===== src/rtl/core/sip_pkg.sv =====
`timescale 1ns / 1ps

package sip_pkg;

	// initialization constants for the four lanes
	localparam logic [63:0] INIT_V0 = 64'h736f6d6570736575;
	localparam logic [63:0] INIT_V1 = 64'h646f72616e646f6d;
	localparam logic [63:0] INIT_V2 = 64'h6c7967656e657261;
	localparam logic [63:0] INIT_V3 = 64'h7465646279746573;
	localparam logic [63:0] FINAL_XOR = 64'h00000000000000ff;
	localparam logic [7:0]  WORD_BYTES = 8'd8;

	typedef struct packed {
		logic [63:0] v0;
		logic [63:0] v1;
		logic [63:0] v2;
		logic [63:0] v3;
	} lanes_t;

	// one message word as it enters the core
	typedef struct packed {
		logic [63:0] data_word;
		logic [3:0]  byte_count;
		logic        last;
	} item_t;

	// final-word handoff to the finalization pipe
	typedef struct packed {
		logic        vld;
		lanes_t      lanes;
		logic [63:0] tail;
	} fin_req_t;

	function automatic logic [63:0] rotl(input logic [63:0] x, input int r);
		return (x << r) | (x >> (64 - r));
	endfunction

	// one mixing round: two levels of 64-bit adds
	function automatic lanes_t sip_round(input lanes_t l);
		lanes_t r;
		r = l;
		r.v0 = r.v0 + r.v1;
		r.v1 = rotl(r.v1, 13) ^ r.v0;
		r.v0 = rotl(r.v0, 32);
		r.v2 = r.v2 + r.v3;
		r.v3 = rotl(r.v3, 16) ^ r.v2;
		r.v2 = r.v2 + r.v1;
		r.v1 = rotl(r.v1, 17) ^ r.v2;
		r.v2 = rotl(r.v2, 32);
		r.v0 = r.v0 + r.v3;
		r.v3 = rotl(r.v3, 21) ^ r.v0;
		return r;
	endfunction

	function automatic lanes_t sip_absorb(input lanes_t l, input logic [63:0] m);
		lanes_t r;
		r = l;
		r.v3 = r.v3 ^ m;
		r = sip_round(r);
		r.v0 = r.v0 ^ m;
		return r;
	endfunction

	function automatic lanes_t sip_init(input logic [63:0] seed);
		lanes_t r;
		r.v0 = INIT_V0 ^ seed;
		r.v1 = INIT_V1 ^ ~seed;
		r.v2 = INIT_V2 ^ seed;
		r.v3 = INIT_V3 ^ ~seed;
		return r;
	endfunction

endpackage


===== src/rtl/core/sip_absorb.sv =====
`timescale 1ns / 1ps

module sip_absorb (
	input  logic              clk,
	input  logic              arst_n,
	input  logic [63:0]       seed,
	input  logic              item_vld,
	input  sip_pkg::item_t    item,
	output logic              item_stall,
	output sip_pkg::fin_req_t fin_req,
	input  logic              fin_rdy
);

	sip_pkg::lanes_t lanes_q;
	logic [7:0]      len_q;
	logic            open_q;

	sip_pkg::lanes_t start_lanes;
	sip_pkg::lanes_t absorbed;
	logic [7:0]      start_len;
	logic [7:0]      new_len;
	logic            full_word;
	logic [63:0]     masked;
	logic            adv;

	// a message starts from the seed when none is open
	assign start_lanes = open_q ? lanes_q : sip_pkg::sip_init(seed);
	assign start_len   = open_q ? len_q : 8'd0;

	// non-final words are always full; counts of 8 and above count as 8
	assign full_word = !item.last || item.byte_count[3];
	assign absorbed  = sip_pkg::sip_absorb(start_lanes, item.data_word);
	assign new_len   = start_len + (full_word ? sip_pkg::WORD_BYTES
		: {5'd0, item.byte_count[2:0]});

	// keep only the valid low bytes of a short final word
	always_comb begin
		for (int i = 0; i < 8; i++) begin
			masked[8*i +: 8] = (i < int'(item.byte_count[2:0])) ?
				item.data_word[8*i +: 8] : 8'd0;
		end
	end

	// final words wait for room in the finalization pipe
	assign adv        = item_vld && (!item.last || fin_rdy);
	assign item_stall = item_vld && !adv;

	assign fin_req.vld   = item_vld && item.last;
	assign fin_req.lanes = full_word ? absorbed : start_lanes;
	assign fin_req.tail  = (full_word ? 64'd0 : masked) | {new_len, 56'd0};

	// lane state
	always_ff @(posedge clk or negedge arst_n) begin
		if (!arst_n) begin
			open_q <= 1'b0;
			len_q  <= 8'd0;
		end else if (adv) begin
			open_q <= !item.last;
			len_q  <= new_len;
		end
	end

	always_ff @(posedge clk) begin
		if (adv && !item.last) begin
			lanes_q <= absorbed;
		end
	end

endmodule


===== src/rtl/core/sip_finish.sv =====
`timescale 1ns / 1ps

module sip_finish (
	input  logic              clk,
	input  logic              arst_n,
	input  sip_pkg::fin_req_t fin_req,
	output logic              fin_rdy,
	output logic              out_valid,
	input  logic              out_stall,
	output logic [63:0]       hash_value
);

	sip_pkg::lanes_t lanes_s2;
	logic [63:0]     tail_s2;
	logic            vld_s2;
	sip_pkg::lanes_t lanes_s3;
	logic            vld_s3;
	logic [63:0]     hash_q;
	logic            out_vld_q;

	sip_pkg::lanes_t tail_mix;
	sip_pkg::lanes_t last_mix;
	logic            rdy_out;
	logic            rdy_s3;

	// stage readiness, back from the output
	assign rdy_out = !out_vld_q || !out_stall;
	assign rdy_s3  = !vld_s3 || rdy_out;
	assign fin_rdy = !vld_s2 || rdy_s3;

	// tail absorb and finalization marker, then the last round
	always_comb begin
		tail_mix    = sip_pkg::sip_absorb(lanes_s2, tail_s2);
		tail_mix.v2 = tail_mix.v2 ^ sip_pkg::FINAL_XOR;
		last_mix    = sip_pkg::sip_round(lanes_s3);
	end

	always_ff @(posedge clk or negedge arst_n) begin
		if (!arst_n) begin
			vld_s2    <= 1'b0;
			vld_s3    <= 1'b0;
			out_vld_q <= 1'b0;
		end else begin
			if (fin_rdy) begin
				vld_s2 <= fin_req.vld;
			end
			if (rdy_s3) begin
				vld_s3 <= vld_s2;
			end
			if (rdy_out) begin
				out_vld_q <= vld_s3;
			end
		end
	end

	always_ff @(posedge clk) begin
		if (fin_rdy && fin_req.vld) begin
			lanes_s2 <= fin_req.lanes;
			tail_s2  <= fin_req.tail;
		end
		if (rdy_s3 && vld_s2) begin
			lanes_s3 <= tail_mix;
		end
		if (rdy_out && vld_s3) begin
			hash_q <= last_mix.v1 ^ last_mix.v2 ^ last_mix.v3;
		end
	end

	assign out_valid  = out_vld_q;
	assign hash_value = hash_q;

endmodule


===== src/rtl/core/siphash_1_1_byte_hash_core.sv =====
`timescale 1ns / 1ps

// Channel   Signals                                   Direction
// input     in_valid, in_stall, data_word,            beat in
//           byte_count, last
// output    out_valid, out_stall, hash_value          beat out
// config    hash_seed_wr_en, hash_seed_wr_data        write only
//
// One word beat per cycle while in_stall is low. Each word is held in the
// input register, and each full word runs one round in the lane loop; a final
// word runs two more rounds in the finalization pipe; the hash is registered.
// Reset clears the seed, the open-message flag and all valid flags.
// out_stall backs up through the finalization pipe; non-final words keep
// flowing until a final word finds that pipe full.

module siphash_1_1_byte_hash_core (
	input  logic        clk,
	input  logic        arst_n,
	input  logic        hash_seed_wr_en,
	input  logic [63:0] hash_seed_wr_data,
	input  logic        in_valid,
	output logic        in_stall,
	input  logic [63:0] data_word,
	input  logic [3:0]  byte_count,
	input  logic        last,
	output logic        out_valid,
	input  logic        out_stall,
	output logic [63:0] hash_value
);

	logic [63:0]       seed_q;
	sip_pkg::item_t    item_s1;
	logic              vld_s1;
	logic              item_stall;
	sip_pkg::fin_req_t fin_req;
	logic              fin_rdy;

	// seed register
	always_ff @(posedge clk or negedge arst_n) begin
		if (!arst_n) begin
			seed_q <= 64'd0;
		end else if (hash_seed_wr_en) begin
			seed_q <= hash_seed_wr_data;
		end
	end

	// input register
	assign in_stall = item_stall;

	always_ff @(posedge clk or negedge arst_n) begin
		if (!arst_n) begin
			vld_s1 <= 1'b0;
		end else if (!item_stall) begin
			vld_s1 <= in_valid;
		end
	end

	always_ff @(posedge clk) begin
		if (in_valid && !item_stall) begin
			item_s1.data_word  <= data_word;
			item_s1.byte_count <= byte_count;
			item_s1.last       <= last;
		end
	end

	sip_absorb u_absorb (
		.clk        (clk),
		.arst_n     (arst_n),
		.seed       (seed_q),
		.item_vld   (vld_s1),
		.item       (item_s1),
		.item_stall (item_stall),
		.fin_req    (fin_req),
		.fin_rdy    (fin_rdy)
	);

	sip_finish u_finish (
		.clk        (clk),
		.arst_n     (arst_n),
		.fin_req    (fin_req),
		.fin_rdy    (fin_rdy),
		.out_valid  (out_valid),
		.out_stall  (out_stall),
		.hash_value (hash_value)
	);

endmodule

===== config.mk =====
export PLATFORM = sky130hd
export DESIGN_NAME = siphash_1_1_byte_hash_core
export DESIGN_NICKNAME = d
export VERILOG_FILES = /design/src/rtl/core/sip_pkg.sv /design/src/rtl/core/sip_absorb.sv /design/src/rtl/core/sip_finish.sv /design/src/rtl/core/siphash_1_1_byte_hash_core.sv
export SDC_FILE = /design/constraint.sdc
export NUM_CORES = 2
export LEC_CHECK = 0
export ABC_CLOCK_PERIOD_IN_PS = 16430
export BUFFER_PORTS_ARGS = -buffer_cell sky130_fd_sc_hd__buf_4
export CAP_MARGIN = 20
export CORE_UTILIZATION = 45
export CTS_CLUSTER_SIZE = 14
export DETAILED_ROUTE_END_ITERATION = 7
export PLACE_DENSITY_LB_ADDON = 0.25
export SYNTH_ARGS = -nofsm -noshare
export SYNTH_HDL_FRONTEND = slang
export SYNTH_HIERARCHICAL = 1
export SYNTH_SLANG_ARGS = --single-unit
export TNS_END_PERCENT = 1

===== constraint.sdc =====
create_clock -name clk -period 16.43 [get_ports clk]
set_clock_uncertainty 0.2 [all_clocks]
set_input_delay 2.4645 -clock clk [delete_from_list [all_inputs] [get_ports clk]]
set_output_delay 2.4645 -clock clk [all_outputs]
set_load 0.01 [all_outputs]

==> results of run 1 <==
kinds of logic after synthesis:
logic type | share of synthesized area (%)
and+or+nand+nor | 11.92
buffers and inverters | 3.196
AOI/OAI and AO/OA | 20.88
xor gates and xnor gates | 18.64
adders and majority gates | 10.28
DFF | 32.55
muxes | 2.543
routing by layer:
| layer | GRT usage [%] | overflow |
|---|---|---|
| met1 | 69.41 | 6 |
| met2 | 88.68 | 502 |
| met3 | 53.17 | 9 |
| met4 | 70.47 | 405 |
| met5 | 17.54 | 0 |
synthesized netlist by cell type, drive strengths merged (62+ instances only):
| cell type | instances |
|---|---|
| a211oi | 74 |
| ha | 759 |
| nand3 | 143 |
| nor2b | 120 |
| o21a | 81 |
| edfxtp | 965 |
| nand2 | 812 |
| inv | 311 |
| dfrtp | 77 |
| xnor2 | 889 |
| a21oi | 1050 |
| and3 | 82 |
| o21bai | 188 |
| buf | 62 |
| o21ai | 558 |
| xor2 | 919 |
| nor3 | 120 |
| nor2 | 549 |
| clkbuf | 353 |
| a31oi | 93 |
| a21o | 605 |
| mux2 | 182 |
| and2 | 99 |
| nand4 | 227 |
per-stage QoR:
stage / cells / utilization, % / setup slack (ps) / hold WS (ps) / instance area [um2]
detailed placement: 12890 / 47.79 / 5064 / 276.2 / 100200
global placement: 12860 / 47.65 / 4748 / 267.0 / 99860
floorplan: 10080 / - / 3655 / 248.7 / 94950
CTS: 13110 / 49.64 / 5018 / 292.8 / 104000
==> qor.yml, run 1 <==
die_x_um: 461.3
rows: 168
synth.yosys.warnings: 6
grt_pass1_vias: 104100
synth_edf_count: 965
postCtsHoldBufs: 0
overflow: 922
ys.flop_type: "edfxtp_1"
ys_types: 126
synth-seq-cells: 1042
cts_sinks: 1042
num_io_pins: 204
status: "did not finish"
ys_top_cells_by_area: "edfxtp_1 31%, ha_1 10%, xor2_1 8.4%"
ys_async_sr_fraction_pct: 7.390
firstError: "[ERROR GRT-0116] Global routing finished with congestion. Check the congestion regions in the DRC Viewer."
cts_root_buf: "clkbuf_16"
grt_pass1_wl_um: 1051000
die_h_um: 461.3
grtUsageTotal_pct: 70.04
syn-num-nets: 10990
cts_resized: 0
yosysSeqAreaShare_pct: 32.55
post_cts_buffers: 0
stop_stage: "5_1_grt"
synthCells: 10080
synth_area_um2: 94950
syn_avg_cell_area_um2: 9.420
dp_hpwl_um: 514900
place.gp.congestion: 1.292
clock_path_buffers: 3
io_buffers: 203
grt_start_max_net_pins: 165
htreeDepth: 3
cts_buffers: 114
initial_utilization_pct: 45.31
synth_top_area_cell: "edfxtp_1"
yosys.area.top_type_share_pct: 30.52
==> run 2, diff against run 1 <==
CORE_UTILIZATION = 30   (was 45)
CTS_CLUSTER_SIZE = unset   (was 14)
PLACE_DENSITY_LB_ADDON = 0.15   (was 0.25)
==> run 2 against run 1 <==
  * The flow now finishes without violations
  * Synthesized cell count stayed put
  * Synthesized area stayed put
==> qor.yml, run 2 <==
stdcell_count: 14630
synth_edf_count: 965
via_count: 88130
synth.yosys.warnings: 6
endpoint_kind: "flop"
ant_nets: 0
synth.most_common_cell: "a21oi_1"
min_from: "u_finish/vld_s2$_DFFE_PN0N_"
setup_viol: 0
synthCells: 10080
overflow: 0
ys_async_sr_fraction_pct: 7.390
dp_cells: 14320
reg_top3: "u_absorb/lanes_q (256), u_finish/lanes_s2 (256), u_finish/lanes_s3 (256)"
holdPathEnd: "u_finish/vld_s3$_DFFE_PN0P_"
grt_start_max_net_pins: 155
cts_buffers: 144
remaining_drc_errors: 0
place.gp.congestion: 1.129
grt_pass1_vias: 85320
ys.flop_type: "edfxtp_1"
r2r-start: "u_absorb/open_q$_DFFE_PN0P_"
ys_types: 126
cts_sinks: 1042
layout_commonest_cell: "a21oi_1"
vias_per_cell: 6.026
postCtsHoldBufs: 0
die_x_um: 564.6
path_buf_inv: 4
post-route-min-period_ps: 11640
dp_hpwl_um: 619200
layout.nets: 11230
initial_utilization_pct: 30.15
setup_tns_ps: 0
cts_resized: 0
cp_top_family: "compound AO/OA/AOI/OAI gates"
cpMostUsedCell: "nor2_1"
yosysSeqAreaShare_pct: 32.55
status: "complete, no violations"
coreArea_um2: 315000
die_h_um: 564.6
tritoncts: "built"
crit_type: "reg2reg"
hold_viol: 0
fin_crit_sh_pct: 70.84
r2r-end: "u_finish/lanes_s2[183]$_DFFE_PP_"
maxSlewHeadroom_pct: 10.27
cts_root_buf: "clkbuf_16"
grt_pass1_wl_um: 883900
area_growth_pct: 13.84
clock_path_buffers: 4
worst-endpoint-required_ps: 16920
clk_pin_slew_ps: 60
max_cap_viol_count: 0
synth_common_cells: "1,042 x a21oi_1, 965 x edfxtp_1, 915 x xor2_1"
clock_latency_ps: 900
yosys.area.top_type_share_pct: 30.52
fmax_ghz: 0.08592
drt_first_pass_iters: 6
io_buffers: 203
wire_per_inst_um: 47.96
crit_arrival_ps: 12130
reg2reg_slack_ps: 4790
post_cts_buffers: 0
syn_avg_cell_area_um2: 9.420
ys_top_cells_by_area: "edfxtp_1 31%, ha_1 10%, xor2_1 8.4%"
synth-seq-cells: 1042
synth_top_area_cell: "edfxtp_1"
drive_gt1_share_pct: 11.08
dieArea_um2: 318800
synth_area_um2: 94950
routed_wl_um: 701400
rsz0062_at_grt: "false"
first_iter_violations: 10490
slowest_delay_ps: 900
num_io_pins: 204
slew_violations: 0
fin_util_pct: 34.32
hold_ws_ps: 292.4
syn-num-nets: 10990
worstPathMaxFanout: 140
critPathLaunchType: "flop"
final_cell_mix: "1,041 x a21oi_1, 965 x edfxtp_1, 880 x xor2_1, 831 x xnor2_1, 809 x nand2_1"
htreeDepth: 4
min_path_cells: 1
min_path_type: "reg2reg"
worstRegToRegCells: 28
antenna_found_initial: 58
rows: 206
grtUsageTotal_pct: 42.96
worst_pin_slew_ps: 1341
slowest_stage: "xnor2_1"
==> run 2: cell counts after synthesis <==
No cell type changed its count.
==> run 2: metal layers <==
metal / global-route usage, % / vias up / part of all wire (%)
met3: 8.057 / 1741 / 6.3
met5: 0.02976 / - / 0.0057
met1: 44.02 / 44160 / 34
met2: 68.74 / 4876 / 45
li1: - / 37350 / -
met4: 51.93 / 6 / 15
==> run 2: how the worst max path moves through the flow <==
| stage | from | endpoint | slack, ps | depth (start not counted) |
|---|---|---|---|---|
| floorplan | item_s1[0]$_DFFE_PP_ | u_absorb/lanes_q[0]$_DFFE_PP_ | 3660 | 1 |
| global placement | u_absorb/open_q$_DFFE_PN0P_ | u_finish/lanes_s2[177]$_DFFE_PP_ | 4400 | 23 |
| detailed placement | u_absorb/open_q$_DFFE_PN0P_ | u_finish/lanes_s2[183]$_DFFE_PP_ | 5340 | 28 |
| CTS | u_absorb/open_q$_DFFE_PN0P_ | u_finish/lanes_s2[183]$_DFFE_PP_ | 5300 | 28 |
| global route | u_absorb/open_q$_DFFE_PN0P_ | u_finish/lanes_s2[183]$_DFFE_PP_ | 4980 | 28 |
| finish | u_absorb/open_q$_DFFE_PN0P_ | u_finish/lanes_s2[183]$_DFFE_PP_ | 4790 | 28 |
==> run 2: cells by family after synthesis <==
family / count (synthesis) / synth area share [%]
flops: 1042 / 32.55
xor+xnor: 1887 / 18.64
simple gates: 2368 / 11.92
fa+ha+maj: 772 / 10.28
buf+inv: 730 / 3.196
mux: 196 / 2.543
compound gates: 3085 / 20.88
==> run 2: layout make-up <==
cell class	instances	area, um2
clock inverter	86	1041
timing repair buffer	517	4148
fill	32410	206900
tap	4160	5205
inverter	311	1175
antenna	26	65.06
sequential	1042	30910
multi-input combinational	8308	61770
clock buffer	175	3780
==> run 2: per-stage QoR <==
step,cell area [um2],worst slack (ps)
finish,108100,4791
global route,108000,4980
CTS,107800,5296
detailed placement,102900,5343
global placement,102600,4395
floorplan,94950,3655
Power of run 2 is left out: the tool's default activity adds up to more than one toggle a clock period on the data nets, which glitch-free logic cannot reach.
